**src/sv/assert_macros.svh**
```systemverilog
// assertion helpers for the rtl of the packet cipher core
`ifndef ASSERT_MACROS_SVH
`define ASSERT_MACROS_SVH

// same-cycle implication, disabled while reset is high
`define CLPC_ASSERT_IMPL(label, clk, rst, ante, cons) \
   label: assert property (@(posedge clk) disable iff (rst) (ante) |-> (cons)) \
      else $error("clpc assertion failed");

// next-cycle implication, disabled while reset is high
`define CLPC_ASSERT_NEXT(label, clk, rst, ante, cons) \
   label: assert property (@(posedge clk) disable iff (rst) (ante) |=> (cons)) \
      else $error("clpc assertion failed");

`endif

```
**src/sv/clpc_pkg.sv**
```systemverilog
`timescale 1ns / 1ps
// ---------------------------------------------------------------------------
// clpc_pkg
// Shared types and constants of the chained lcg packet cipher.
// ---------------------------------------------------------------------------
package clpc_pkg;

   // queue between front and back
   localparam int unsigned QUEUE_DEPTH = 4;
   localparam int unsigned QUEUE_PTR_W = $clog2(QUEUE_DEPTH);

   // configuration register indexes
   localparam int unsigned CSR_ADDR_W = 1;
   localparam logic [CSR_ADDR_W-1:0] REG_KEY    = 1'b0;
   localparam logic [CSR_ADDR_W-1:0] REG_ENABLE = 1'b1;

   // generator constants (schrage-style lcg)
   localparam logic [31:0] LCG_MAGIC   = 32'h834E0B5F;
   localparam logic [16:0] LCG_MODULUS = 17'h1F31D;
   localparam logic [14:0] LCG_MULT    = 15'd16807;
   localparam logic [11:0] LCG_CROSS   = 12'd2836;
   localparam logic [31:0] LCG_INC     = 32'd123;
   localparam logic [31:0] LCG_FOLD    = 32'h7FFFFFFF;

   // reciprocal of the modulus, exact floor quotient for any 32-bit value
   localparam logic [32:0] LCG_RECIP   =
      33'(((64'd1 << 49) + 64'(LCG_MODULUS) - 64'd1) / 64'(LCG_MODULUS));

   // packet header tracking in the front
   typedef enum logic [3:0] {
      HDR_FIRST  = 4'b0001,
      HDR_SECOND = 4'b0010,
      HDR_BODY   = 4'b0100,
      HDR_PLAIN  = 4'b1000
   } hdr_pos_type;

   // back sequencer
   typedef enum logic [5:0] {
      ST_IDLE = 6'b000001,
      ST_MUL  = 6'b000010,
      ST_MOD  = 6'b000100,
      ST_MIX  = 6'b001000,
      ST_XOR  = 6'b010000,
      ST_EMIT = 6'b100000
   } back_state_type;

   // one queued job: a plain byte or a body word
   typedef struct packed {
      logic        is_word;  // 1 body word, 0 byte passed unchanged
      logic        seed;     // first word of packet: reload generator and chain
      logic        dir;      // 0 encrypt, 1 decrypt
      logic        last;     // ends the packet
      logic [1:0]  top_idx;  // valid bytes minus one
      logic [31:0] key;      // key sampled at byte 0
      logic [31:0] word;     // body word, or the plain byte in the low bits
   } entry_type;

   typedef struct packed {
      logic full;
      logic empty;
   } queue_status_type;

endpackage

```
**src/sv/clpc_fifo.sv**
```systemverilog
`timescale 1ns / 1ps
// ---------------------------------------------------------------------------
// clpc_fifo
// Short job queue that decouples the classifying front from the cipher back.
// ---------------------------------------------------------------------------
module clpc_fifo import clpc_pkg::*; (
   input  logic             clock,
   input  logic             reset,
   input  logic             push,
   input  entry_type        push_entry,
   input  logic             pop,
   output entry_type        head_entry,
   output queue_status_type status
);

   entry_type                mem_ff [QUEUE_DEPTH];
   logic [QUEUE_PTR_W-1:0]   wr_ptr_ff, wr_ptr_in;
   logic [QUEUE_PTR_W-1:0]   rd_ptr_ff, rd_ptr_in;
   logic [QUEUE_PTR_W:0]     count_ff, count_in;

   // pointer and fill bookkeeping
   always_comb begin
      wr_ptr_in = wr_ptr_ff;
      rd_ptr_in = rd_ptr_ff;
      count_in  = count_ff;
      if (push) begin
         wr_ptr_in = wr_ptr_ff + 1'b1;
      end
      if (pop) begin
         rd_ptr_in = rd_ptr_ff + 1'b1;
      end
      if (push && !pop) begin
         count_in = count_ff + 1'b1;
      end else if (pop && !push) begin
         count_in = count_ff - 1'b1;
      end
   end

   always_ff @(posedge clock) begin
      if (reset) begin
         wr_ptr_ff <= '0;
         rd_ptr_ff <= '0;
         count_ff  <= '0;
      end else begin
         wr_ptr_ff <= wr_ptr_in;
         rd_ptr_ff <= rd_ptr_in;
         count_ff  <= count_in;
      end
   end

   // entry storage
   always_ff @(posedge clock) begin
      if (push) begin
         mem_ff[wr_ptr_ff] <= push_entry;
      end
   end

   assign head_entry   = mem_ff[rd_ptr_ff];
   assign status.full  = (count_ff == (QUEUE_PTR_W+1)'(QUEUE_DEPTH));
   assign status.empty = (count_ff == '0);

endmodule

```
**src/sv/clpc_front.sv**
```systemverilog
`timescale 1ns / 1ps
// ---------------------------------------------------------------------------
// clpc_front
// Accepts packet bytes, tracks the header, gathers body words into jobs.
// ---------------------------------------------------------------------------
module clpc_front import clpc_pkg::*; (
   input  logic             clock,
   input  logic             reset,
   input  logic             req_tvalid,
   output logic             req_tready,
   input  logic [7:0]       req_tdata,   // data_byte
   input  logic             req_tuser,   // opcode
   input  logic             req_tlast,   // last_in
   input  logic [31:0]      cfg_key,
   input  logic             cfg_enable,
   input  queue_status_type queue_status,
   output logic             push,
   output entry_type        push_entry
);

   hdr_pos_type  pos_ff, pos_in;
   logic         long_ff, long_in;
   logic         dir_ff, dir_in;
   logic         seed_ff, seed_in;
   logic [31:0]  key_ff, key_in;
   logic [23:0]  held_ff, held_in;
   logic [1:0]   cnt_ff, cnt_in;
   logic         take;
   logic         body_byte;
   logic [31:0]  assembled;

   assign req_tready = !queue_status.full;
   assign take       = req_tvalid && req_tready;

   // new byte merged into the partial word
   assign assembled = {8'd0, held_ff} | ({24'd0, req_tdata} << {cnt_ff, 3'b000});

   // classify the transaction and build the job
   always_comb begin
      pos_in    = pos_ff;
      long_in   = long_ff;
      dir_in    = dir_ff;
      seed_in   = seed_ff;
      key_in    = key_ff;
      held_in   = held_ff;
      cnt_in    = cnt_ff;
      push      = 1'b0;
      body_byte = 1'b0;

      push_entry.is_word = 1'b0;
      push_entry.seed    = seed_ff;
      push_entry.dir     = dir_ff;
      push_entry.last    = req_tlast;
      push_entry.top_idx = cnt_ff;
      push_entry.key     = key_ff;
      push_entry.word    = {24'd0, req_tdata};

      if (take) begin
         case (pos_ff)
            HDR_FIRST: begin
               push    = 1'b1;
               dir_in  = req_tuser;
               key_in  = cfg_key;
               held_in = '0;
               cnt_in  = '0;
               seed_in = 1'b1;
               long_in = (req_tdata == 8'd0);
               if (req_tlast) begin
                  pos_in = HDR_FIRST;
               end else if (cfg_enable) begin
                  pos_in = HDR_SECOND;
               end else begin
                  pos_in = HDR_PLAIN;
               end
            end
            HDR_PLAIN: begin
               push = 1'b1;
               if (req_tlast) begin
                  pos_in = HDR_FIRST;
               end
            end
            HDR_SECOND: begin
               if (long_ff) begin
                  push   = 1'b1;
                  pos_in = req_tlast ? HDR_FIRST : HDR_BODY;
               end else begin
                  body_byte = 1'b1;
                  pos_in    = HDR_BODY;
               end
            end
            HDR_BODY: begin
               body_byte = 1'b1;
            end
            default: begin
               pos_in = HDR_FIRST;
            end
         endcase
      end

      // body byte: hold, or close the word on the fourth byte or the last mark
      if (body_byte) begin
         if (cnt_ff == 2'd3 || req_tlast) begin
            push               = 1'b1;
            push_entry.is_word = 1'b1;
            push_entry.word    = assembled;
            seed_in            = 1'b0;
            held_in            = '0;
            cnt_in             = '0;
            if (req_tlast) begin
               pos_in = HDR_FIRST;
            end
         end else begin
            held_in = assembled[23:0];
            cnt_in  = cnt_ff + 1'b1;
         end
      end
   end

   always_ff @(posedge clock) begin
      if (reset) begin
         pos_ff  <= HDR_FIRST;
         long_ff <= 1'b0;
         dir_ff  <= 1'b0;
         seed_ff <= 1'b0;
         held_ff <= '0;
         cnt_ff  <= '0;
      end else begin
         pos_ff  <= pos_in;
         long_ff <= long_in;
         dir_ff  <= dir_in;
         seed_ff <= seed_in;
         held_ff <= held_in;
         cnt_ff  <= cnt_in;
      end
   end

   // latched key travels with the jobs
   always_ff @(posedge clock) begin
      key_ff <= key_in;
   end

endmodule

```
**src/sv/clpc_back.sv**
```systemverilog
`timescale 1ns / 1ps
// ---------------------------------------------------------------------------
// clpc_back
// Runs the keystream generator, applies the chained xor, emits result bytes.
// ---------------------------------------------------------------------------
module clpc_back import clpc_pkg::*; (
   input  logic             clock,
   input  logic             reset,
   input  entry_type        head_entry,
   input  queue_status_type queue_status,
   output logic             pop,
   output logic             rsp_tvalid,
   input  logic             rsp_tready,
   output logic [7:0]       rsp_tdata,   // out_byte
   output logic             rsp_tlast    // last_out
);

   back_state_type state_ff, state_in;
   logic           half_ff, half_in;
   logic [31:0]    v_ff, v_in;
   logic [31:0]    chain_ff, chain_in;
   logic [31:0]    word_ff, word_in;
   logic [31:0]    res_ff, res_in;
   logic [15:0]    ks_lo_ff, ks_lo_in;
   logic [15:0]    ks_hi_ff, ks_hi_in;
   logic [15:0]    t_ff, t_in;
   logic [15:0]    quot_ff, quot_in;
   logic [16:0]    rem_ff, rem_in;
   logic [31:0]    tk_ff, tk_in;
   logic [1:0]     top_ff, top_in;
   logic [1:0]     idx_ff, idx_in;
   logic           last_ff, last_in;
   logic           dir_ff, dir_in;
   logic           out_valid_ff, out_valid_in;
   logic [7:0]     out_byte_ff, out_byte_in;
   logic           out_last_ff, out_last_in;

   logic           can_load;
   logic           load;
   logic [63:0]    magic_prod;
   logic [64:0]    recip_prod;
   logic [32:0]    quot_prod;
   logic [31:0]    diff;
   logic [31:0]    mix_sum;
   logic [31:0]    mix_fold;
   logic [31:0]    res_word;
   logic [31:0]    res_shift;

   assign can_load = !out_valid_ff || rsp_tready;

   // generator arithmetic, one stage per state
   assign magic_prod = 64'(v_ff) * 64'(LCG_MAGIC);
   // exact quotient by reciprocal multiply, so the remainder needs no fixup
   assign recip_prod = 65'(v_ff) * 65'(LCG_RECIP);
   assign quot_prod  = 33'(quot_ff) * 33'(LCG_MODULUS);
   assign diff       = v_ff - quot_prod[31:0];
   assign mix_sum   = 32'(rem_ff) * 32'(LCG_MULT) - tk_ff + LCG_INC;
   assign mix_fold  = mix_sum[31] ? (mix_sum + LCG_FOLD) : mix_sum;
   assign res_word  = chain_ff ^ {ks_hi_ff, ks_lo_ff} ^ word_ff;
   assign res_shift = res_ff >> {idx_ff, 3'b000};

   // sequencer
   always_comb begin
      state_in    = state_ff;
      half_in     = half_ff;
      v_in        = v_ff;
      chain_in    = chain_ff;
      word_in     = word_ff;
      res_in      = res_ff;
      ks_lo_in    = ks_lo_ff;
      ks_hi_in    = ks_hi_ff;
      t_in        = t_ff;
      quot_in     = quot_ff;
      rem_in      = rem_ff;
      tk_in       = tk_ff;
      top_in      = top_ff;
      idx_in      = idx_ff;
      last_in     = last_ff;
      dir_in      = dir_ff;
      out_byte_in = out_byte_ff;
      out_last_in = out_last_ff;
      pop         = 1'b0;
      load        = 1'b0;

      case (state_ff)
         ST_IDLE: begin
            if (!queue_status.empty) begin
               if (head_entry.is_word) begin
                  pop      = 1'b1;
                  word_in  = head_entry.word;
                  top_in   = head_entry.top_idx;
                  last_in  = head_entry.last;
                  dir_in   = head_entry.dir;
                  half_in  = 1'b0;
                  state_in = ST_MUL;
                  if (head_entry.seed) begin
                     v_in     = head_entry.key;
                     chain_in = head_entry.key;
                  end
               end else if (can_load) begin
                  pop         = 1'b1;
                  load        = 1'b1;
                  out_byte_in = head_entry.word[7:0];
                  out_last_in = head_entry.last;
               end
            end
         end
         ST_MUL: begin
            t_in     = magic_prod[63:48];
            quot_in  = recip_prod[64:49];
            state_in = ST_MOD;
         end
         ST_MOD: begin
            rem_in   = diff[16:0];
            tk_in    = 32'(t_ff * 28'(LCG_CROSS));
            state_in = ST_MIX;
         end
         ST_MIX: begin
            v_in = mix_fold;
            if (!half_ff) begin
               ks_lo_in = mix_fold[15:0];
               half_in  = 1'b1;
               state_in = ST_MUL;
            end else begin
               ks_hi_in = mix_fold[15:0];
               state_in = ST_XOR;
            end
         end
         ST_XOR: begin
            res_in   = res_word;
            chain_in = dir_ff ? word_ff : res_word;
            idx_in   = '0;
            state_in = ST_EMIT;
         end
         ST_EMIT: begin
            if (can_load) begin
               load        = 1'b1;
               out_byte_in = res_shift[7:0];
               out_last_in = last_ff && (idx_ff == top_ff);
               if (idx_ff == top_ff) begin
                  state_in = ST_IDLE;
               end else begin
                  idx_in = idx_ff + 1'b1;
               end
            end
         end
         default: begin
            state_in = ST_IDLE;
         end
      endcase
   end

   // output register valid
   always_comb begin
      if (load) begin
         out_valid_in = 1'b1;
      end else if (rsp_tready) begin
         out_valid_in = 1'b0;
      end else begin
         out_valid_in = out_valid_ff;
      end
   end

   always_ff @(posedge clock) begin
      if (reset) begin
         state_ff     <= ST_IDLE;
         out_valid_ff <= 1'b0;
      end else begin
         state_ff     <= state_in;
         out_valid_ff <= out_valid_in;
      end
   end

   // datapath registers
   always_ff @(posedge clock) begin
      half_ff     <= half_in;
      v_ff        <= v_in;
      chain_ff    <= chain_in;
      word_ff     <= word_in;
      res_ff      <= res_in;
      ks_lo_ff    <= ks_lo_in;
      ks_hi_ff    <= ks_hi_in;
      t_ff        <= t_in;
      quot_ff     <= quot_in;
      rem_ff      <= rem_in;
      tk_ff       <= tk_in;
      top_ff      <= top_in;
      idx_ff      <= idx_in;
      last_ff     <= last_in;
      dir_ff      <= dir_in;
      out_byte_ff <= out_byte_in;
      out_last_ff <= out_last_in;
   end

   assign rsp_tvalid = out_valid_ff;
   assign rsp_tdata  = out_byte_ff;
   assign rsp_tlast  = out_last_ff;

endmodule

```
**src/sv/chained_lcg_packet_cipher_core.sv**
```systemverilog
`timescale 1ns / 1ps
// ---------------------------------------------------------------------------
// chained_lcg_packet_cipher_core
// Packet cipher: header bytes pass, body words xor with lcg keystream and chain.
// ---------------------------------------------------------------------------
// usage
//   req channel takes one packet byte per transaction, opcode in tuser
//   (0 encrypt, 1 decrypt) and the packet end in tlast. rsp channel returns
//   the bytes in order with tlast on the final byte of each packet.
//   csr port writes cipher_key (index 0) and cipher_enable (index 1); both
//   and the opcode are sampled at byte 0 of each packet.
// job flow
//   a byte that passes unchanged is registered in the job queue and then in the
//   output register; the back drains one such byte per cycle while rsp is not
//   stalled. a body word is handed over when its fourth byte (or the byte with
//   tlast) arrives; the back pops it, runs two generator steps (multiply,
//   reduce, mix each) and the xor, then emits its bytes one at a time, and
//   takes no new job until the word's last byte is out.
//   a 4-entry job queue lets the front keep accepting meanwhile.
// reset and stall
//   reset clears the header tracking, the queue and the output register;
//   key and enable reset to zero. a stalled rsp holds its byte and backs up
//   the queue, after which req_tready falls.
// ---------------------------------------------------------------------------
`include "assert_macros.svh"

module chained_lcg_packet_cipher_core import clpc_pkg::*; (
   input  logic                  clock,
   input  logic                  reset,
   input  logic                  req_tvalid,
   output logic                  req_tready,
   input  logic [7:0]            req_tdata,   // data_byte
   input  logic                  req_tuser,   // opcode
   input  logic                  req_tlast,   // last_in
   output logic                  rsp_tvalid,
   input  logic                  rsp_tready,
   output logic [7:0]            rsp_tdata,   // out_byte
   output logic                  rsp_tlast,   // last_out
   input  logic                  csr_wen,
   input  logic [CSR_ADDR_W-1:0] csr_addr,
   input  logic [31:0]           csr_wdata
);

   logic [31:0]      key_ff;
   logic             enable_ff;
   logic             push;
   logic             pop;
   entry_type        push_entry;
   entry_type        head_entry;
   queue_status_type queue_status;

   // configuration registers
   always_ff @(posedge clock) begin
      if (reset) begin
         key_ff    <= '0;
         enable_ff <= 1'b0;
      end else if (csr_wen) begin
         case (csr_addr)
            REG_KEY: begin
               key_ff <= csr_wdata;
            end
            REG_ENABLE: begin
               enable_ff <= csr_wdata[0];
            end
            default: begin
               key_ff <= key_ff;
            end
         endcase
      end
   end

   clpc_front u_front (
      .clock        (clock),
      .reset        (reset),
      .req_tvalid   (req_tvalid),
      .req_tready   (req_tready),
      .req_tdata    (req_tdata),
      .req_tuser    (req_tuser),
      .req_tlast    (req_tlast),
      .cfg_key      (key_ff),
      .cfg_enable   (enable_ff),
      .queue_status (queue_status),
      .push         (push),
      .push_entry   (push_entry)
   );

   clpc_fifo u_fifo (
      .clock      (clock),
      .reset      (reset),
      .push       (push),
      .push_entry (push_entry),
      .pop        (pop),
      .head_entry (head_entry),
      .status     (queue_status)
   );

   clpc_back u_back (
      .clock        (clock),
      .reset        (reset),
      .head_entry   (head_entry),
      .queue_status (queue_status),
      .pop          (pop),
      .rsp_tvalid   (rsp_tvalid),
      .rsp_tready   (rsp_tready),
      .rsp_tdata    (rsp_tdata),
      .rsp_tlast    (rsp_tlast)
   );

   // queue never overflows or underflows, and unpopped jobs stay queued
   `CLPC_ASSERT_IMPL(a_no_overflow, clock, reset, push, !queue_status.full)
   `CLPC_ASSERT_IMPL(a_no_underflow, clock, reset, pop, !queue_status.empty)
   `CLPC_ASSERT_NEXT(a_job_kept, clock, reset, !queue_status.empty && !pop, !queue_status.empty)

endmodule
```
**config.mk**
```make
export PLATFORM = sky130hd
export DESIGN_NAME = chained_lcg_packet_cipher_core
export DESIGN_NICKNAME = d
export VERILOG_FILES = /design/src/sv/clpc_pkg.sv /design/src/sv/clpc_fifo.sv /design/src/sv/clpc_front.sv /design/src/sv/clpc_back.sv /design/src/sv/chained_lcg_packet_cipher_core.sv
export VERILOG_INCLUDE_DIRS = /design/src /design/src/sv
export SDC_FILE = /design/constraint.sdc
export NUM_CORES = 2
export LEC_CHECK = 0
export BUFFER_PORTS_ARGS = -buffer_cell sky130_fd_sc_hd__buf_2
export CORE_ASPECT_RATIO = 0.7
export CORE_MARGIN = 3
export CORE_UTILIZATION = 25
export CTS_BUF_LIST = sky130_fd_sc_hd__clkbuf_8
export DETAILED_ROUTE_END_ITERATION = 16
export PLACE_DENSITY = 0.45
export SLEW_MARGIN = 40
export SYNTH_ARGS = -nofsm -noshare
export SYNTH_HDL_FRONTEND = slang
export SYNTH_SLANG_ARGS = --single-unit
```
**constraint.sdc**
```tcl
create_clock -name clock -period 10.5 [get_ports clock]
set_input_delay 1.575 -clock clock [delete_from_list [all_inputs] [get_ports clock]]
set_output_delay 1.575 -clock clock [all_outputs]
set_load 0.02 [all_outputs]
```
# Yosys cells after proc, flatten, opt, wreduce, memory -nomap -nowiden
# Memory sizes are Yosys's and may differ from the RTL's. A register that Yosys moved wholly into a read port is not among the register bits.
# Index checks and enable logic that the tools add are counted.
# Widths: inputs -> output; s select.
[word_totals] ff_bits=363 ramBits=280 inputBits=48 out_inout_bits=11 memories=1
[mem_list] memory="u_fifo.mem_ff" depth=4 word_bits=70 rd=1 rd_ports_with_merged_regs=1 wr=1 line="clpc_fifo.sv:16" text="entry_type mem_ff [QUEUE_DEPTH];"
[op_classes] add_sub_neg=10 n_mul=5 eq_ne=21 n_shift=2 mux=78 n_bitwise=6 n_reduce_logical=34
[ops] operator="$mux 32" n=7
[ops] operator="$pmux 32 s2" n=2
[ops] operator="$mux 24" n=4
[ops] operator="$mul 32x33->65 const B" n=1
[ops] operator="$mul 32x32->64 const B" n=1
[ops] operator="$xor 32x32->32" n=2
[ops] operator="$pmux 6 s6" n=1
[ops] operator="$add 32x31->32 const B" n=1
[ops] operator="$add 32x7->32 const B" n=1
[ops] operator="$mul 17x15->32 const B" n=1
[ops] operator="$mux 4" n=8
[ops] operator="$mux 8" n=4
[ops] operator="$or 24x32->32" n=1
[ops] operator="$shl 8x5->32" n=1
[ops] operator="$shr 32x5->8" n=1
[ops] operator="$sub 32x28->32" n=1
[ops] operator="$mux 1" n=28
[ops] operator="$mul 16x10->26 const B" n=1
[ops] operator="$mux 6" n=4
[ops] operator="$mul 16x17->17 const B" n=1
[ops] operator="$sub 17x17->17" n=1
[ops] operator="$mux 2" n=8
[ops] operator="$pmux 4 s4" n=1
[ops] operator="$pmux 8 s2" n=1
[ops] operator="34 further kinds" n=74

# Longest topological paths before layout
[logic_depth] ltp_word=10 depth_mapped=28 mapped_depth_nobuf=28

# Cells and area by module
# From an unflattened synthesis, not the netlist that was laid out.
[unflattened] cells_unflattened=5697 hier_area_um2=67602.3
[by_module_without_submodules] mod="clpc_back" n_inst=1 cells_per_inst=4898 area_each_um2=52676.8 seq_area_each_um2=7677.4
[by_module_without_submodules] mod="clpc_fifo" n_inst=1 cells_per_inst=410 area_each_um2=10603.9 seq_area_each_um2=8588.2
[by_module_without_submodules] mod="clpc_front" n_inst=1 cells_per_inst=240 area_each_um2=2707.6 seq_area_each_um2=1621.6
[by_module_without_submodules] mod="chained_lcg_packet_cipher_core" n_inst=1 cells_per_inst=149 area_each_um2=1614.0 seq_area_each_um2=660.6

# Worst setup path before layout
# No wires, ideal clock.
[synth_path] path_type="flip-flop to flip-flop" from="register u_back.v_ff[24]" to="register u_back.t_ff[15], data pin" t_arrival_ps=7146 required_ps=10245 path_slack_ps=3099 stages_incl_launch_ff=22 period_less_slack_ps=7401 path_cell_list="edfxtp_1 > inv_1 > fa_1 > inv_1 > fa_1 > fa_1 > fa_1 > fa_1 > fa_1 > fa_1 > fa_1 > ha_1 > a21o_1 > a21o_1 > a211oi_1 > nor2_1 > and4_1 > a32o_1 > o2111ai_1 > a311oi_1 > o21a_1 > a21bo_2"
[synth_via] elab_chain_len=1
[synth_rtl] item="start: declaration" line="clpc_back.sv:20" text="logic [31:0] v_ff, v_in;"
[synth_rtl] item="start signal: assignment" line="clpc_back.sv:177" text="v_ff <= v_in;"
[synth_rtl] item="$mul 32x32->64" line="clpc_back.sv:52" text="assign magic_prod = 64'(v_ff) * 64'(LCG_MAGIC);"
[synth_rtl] item="named net u_back.magic_prod[63]" line="clpc_back.sv:40" text="logic [63:0] magic_prod;"
[synth_rtl] item="end signal: assignment" line="clpc_back.sv:183" text="t_ff <= t_in;"
[synth_rtl] item="end: declaration" line="clpc_back.sv:26" text="logic [15:0] t_ff, t_in;"
# The timed path passes the listed nets, and every way through them passes these cells.
# A chain may end at the register's enable or synchronous reset.

# Worst setup path in the final report
[layout_path] from="register u_back.v_ff[28]" to="register u_back.t_ff[11], data pin"
# Same word-level chain as after synthesis.

==> impl_metrics.env <==
export IMPL_status="completed"
export IMPL_synth_cell_types=93
export IMPL_synth_edf_count=563
export IMPL_cts_max_path_buffers=3
export IMPL_relSlewSlack_pct=38.8
export IMPL_finalSetupViolCount=0
export IMPL_io_pins=59
export IMPL_n_fill_cell=27700
export IMPL_post_drt_wl_per_cell_um=21.9
export IMPL_syn_cell_area_sq_mm=0.0668
export IMPL_grt_pass1_vias=44300
export IMPL_tightest_slew_ns=0.912
export IMPL_nets=7906
export IMPL_cts_hold_buf=0
export IMPL_grt_overflow=0
export IMPL_vias_per_cell=4.39
export IMPL_finalMaxSlewViolations=0
export IMPL_yosysWarnings=0
export IMPL_wl_met3_um=12900
export IMPL_ys_seq_area_share_pct=27.8
export IMPL_cts_tree="done"
export IMPL_post_route_min_period_ns=8.77
export IMPL_dpl_hpwl_um=173000
export IMPL_regArea_sq_mm=0.0186
export IMPL_endpoint_kind="flop"
export IMPL_drt_antenna_violating_nets=0
export IMPL_clock_skew_ns=0.0632
export IMPL_critPathMaxFanout=12
export IMPL_mappedNetlistNets=7748
export IMPL_clk_insertion_delay_late_ns=0.85
export IMPL_synth_avg_cell_area_sq_um=11.7
export IMPL_max_freq_mhz=114
export IMPL_grt_max_degree=97
export IMPL_met2_length_um=83100
export IMPL_cts_made_buffers=105
export IMPL_finalSetupTns_ns=0
export IMPL_drtIter0Drc=2972
export IMPL_io_buffers=58
export IMPL_cp_start_kind="flop"
export IMPL_critPathKind="flop to flop"
export IMPL_die_area_sq_mm=0.273
export IMPL_hold_class="flop to flop"
export IMPL_ys_seq_elements=645
export IMPL_firstDrtPassIters=5
export IMPL_crit_required_ns=11.07
export IMPL_grt_total_usage_pct=15.3
export IMPL_drive_gt1_share_pct=7.27
export IMPL_fp_row_count=158
export IMPL_synthCells=5691
export IMPL_wl_um=207000
export IMPL_globalplace_congestion=0.904
export IMPL_rsz0062_at_grt="no"
export IMPL_cp_arrival_ns=9.33
export IMPL_start_util_pct=25.2
export IMPL_multiInputGateArea_sq_mm=0.0427
export IMPL_setup_ws_ns=1.73
export IMPL_critPathMostFrequentCell="fa_1"
export IMPL_drc=0
export IMPL_die_w_um=624
export IMPL_wl_met1_um=109000
export IMPL_pre_cts_ws_ns=1.71
export IMPL_finalHoldViolCount=0
export IMPL_grt_antenna_before_repair=13
export IMPL_holdWs_ns=0.431
export IMPL_async_flop_share_pct=0
export IMPL_slowest_stage="fa_1"
export IMPL_layout_worst_path_cycle_share_pct=83.5
export IMPL_highest_layer="met5"
export IMPL_grt_pass1_wl_um=306000
export IMPL_die_y_um=438
export IMPL_path_clk_slew_ns=0.06
export IMPL_cts_num_sinks=645
export IMPL_vias=41500
export IMPL_core_sq_mm=0.265
export IMPL_postLayoutCoreUtil_pct=27.9
export IMPL_syn2layout_area_growth_pct=10.7
export IMPL_max_stage_delay_ns=0.77
export IMPL_cts_root_buf="clkbuf_8"
export IMPL_post_cts_buffers=0
export IMPL_ctsHtreeMaxLevel=3
export IMPL_synth_main_ff_cell="edfxtp_1"
export IMPL_path_cells="buf_4 -> fa_1 -> inv_1 -> fa_1 -> inv_1 -> fa_1 -> fa_1 -> fa_1 -> fa_1 -> fa_1 -> fa_1 -> ha_1 -> a21o_1 -> a21o_1 -> a211oi_1 -> o21bai_1 -> a221o_1 -> a22o_1 -> o2111ai_1 -> nand2_1 -> o21a_1 -> nor2_1 -> xnor2_1"
export IMPL_cap_viol_max_count=0
export IMPL_ctsResizeCount=0
## kinds of logic after synthesis
kind of cell	after synthesis	synth area share, %
xor gates and xnor gates	209	2.74
adders and majority gates	2009	47.8
muxes	100	3.00
and+or+nand+nor	694	5.00
DFF	645	27.8
buffers and inverters	1501	8.46
AOI/OAI and AO/OA	533	5.27
## worst paths after layout
| check | startpoint | endpoint | slack (ns) | cells after the start |
|---|---|---|---|---|
| min reg2reg | key_ff[13]$_SDFFE_PP0P_ | u_front.key_ff[13]$_DFFE_PP_ | 0.43 | 0 |
| max reg2reg | u_back.v_ff[28]$_DFFE_PP_ | u_back.t_ff[11]$_DFFE_PP_ | 1.73 | 23 |
| min | key_ff[13]$_SDFFE_PP0P_ | u_front.key_ff[13]$_DFFE_PP_ | 0.43 | 0 |
| max | u_back.v_ff[28]$_DFFE_PP_ | u_back.t_ff[11]$_DFFE_PP_ | 1.73 | 23 |
## cell usage in the layout (no fill, tap or decap), types with 17 or more instances in the layout
cell,count
nor2_1,193
fa_1,900
and2_1,19
nor2b_1,19
ha_1,1109
xnor2_1,163
buf_4,71
edfxtp_1,563
nor3_1,39
buf_2,58
mux4_2,78
clkinv_1,27
and3_1,17
a21o_1,70
mux2_2,19
nand3_1,36
inv_1,1445
clkbuf_8,108
xor2_1,45
a211oi_1,17
a22oi_1,24
a21oi_1,149
o21ai_0,76
o21a_1,18
a31oi_1,47
nand2b_1,53
nand2_1,216
dfxtp_1,80
nand4_1,18
## sequential cells by signal, indices dropped and copies added, names as in the netlist, 6 cells and up, named ones only
| signal | flops |
|---|---|
| u_back.quot_ff | 16 |
| u_back.tk_ff | 26 |
| u_back.chain_ff | 32 |
| key_ff | 32 |
| u_back.t_ff | 16 |
| u_back.v_ff | 32 |
| u_fifo.mem_ff | 280 |
| u_back.word_ff | 32 |
| u_front.key_ff | 32 |
| u_back.rem_ff | 17 |
| u_front.held_ff | 24 |
| u_back.rsp_tdata | 8 |
| u_back.ks_lo_ff | 16 |
| u_back.ks_hi_ff | 16 |
| u_back.res_ff | 32 |
| u_back.state_ff | 6 |
## metal layers
metal / up-vias / track usage [%]
met3: 134 / 2.96
met1: 21500 / 24.4
li1: 19000 / -
met2: 938 / 21.4
met4: 6 / 2.19
met5: - / 0
## per-stage QoR
stage	cell area, sq um	instances
4_1_cts	73900	9458
6_report	73900	9464
2_1_floorplan	66800	5691
3_5_place_dp	71800	9259
5_1_grt	73900	9462
3_3_place_gp	71700	9254
## final cells by class
type                    instances  area share, %
multi-input cells            3545           57.7
flip-flops and latches        645           25.1
inverters                    1417           7.20
well taps                    3520           5.96
clock buffers                 108           2.01
repair buffers                135           1.21
clock inverters                91          0.807
diodes                          3         0.0102
## worst max-delay path: cells and delay by family, from the launching register on
kind            cells  cell delay, ns
simple gates        2            0.27
buf+inv             3            0.52
compound gates      8            2.20
xor+xnor            1            0.24
fa+ha+maj           9            4.60
flops               1            0.67
## synthesized netlist by cell type, types with 17 or more instances
cell type,n,area [sq um]
xnor2_1,164,1440
nand2b_1,54,338
edfxtp_1,563,16900
nor2b_1,21,131
xor2_1,45,394
ha_1,1109,13900
a31oi_1,47,294
o21a_1,18,135
nand3_1,36,180
and3_1,18,113
dfxtp_1,82,1640
fa_1,900,18000
o21ai_0,80,400
a211oi_1,17,128
nand4_1,18,113
inv_1,1417,5320
mux2_2,19,214
nor3_1,41,205
buf_1,20,75.1
a22oi_1,24,180
nor2_1,193,724
clkbuf_1,59,221
and2_1,24,150
a21o_1,70,526
nor4_1,17,106
mux4_2,78,1760
nand2_1,216,811
a21oi_1,149,746
Power is not shown: default switching activity piles up to over one toggle a cycle in this logic, so the estimate is an artifact.
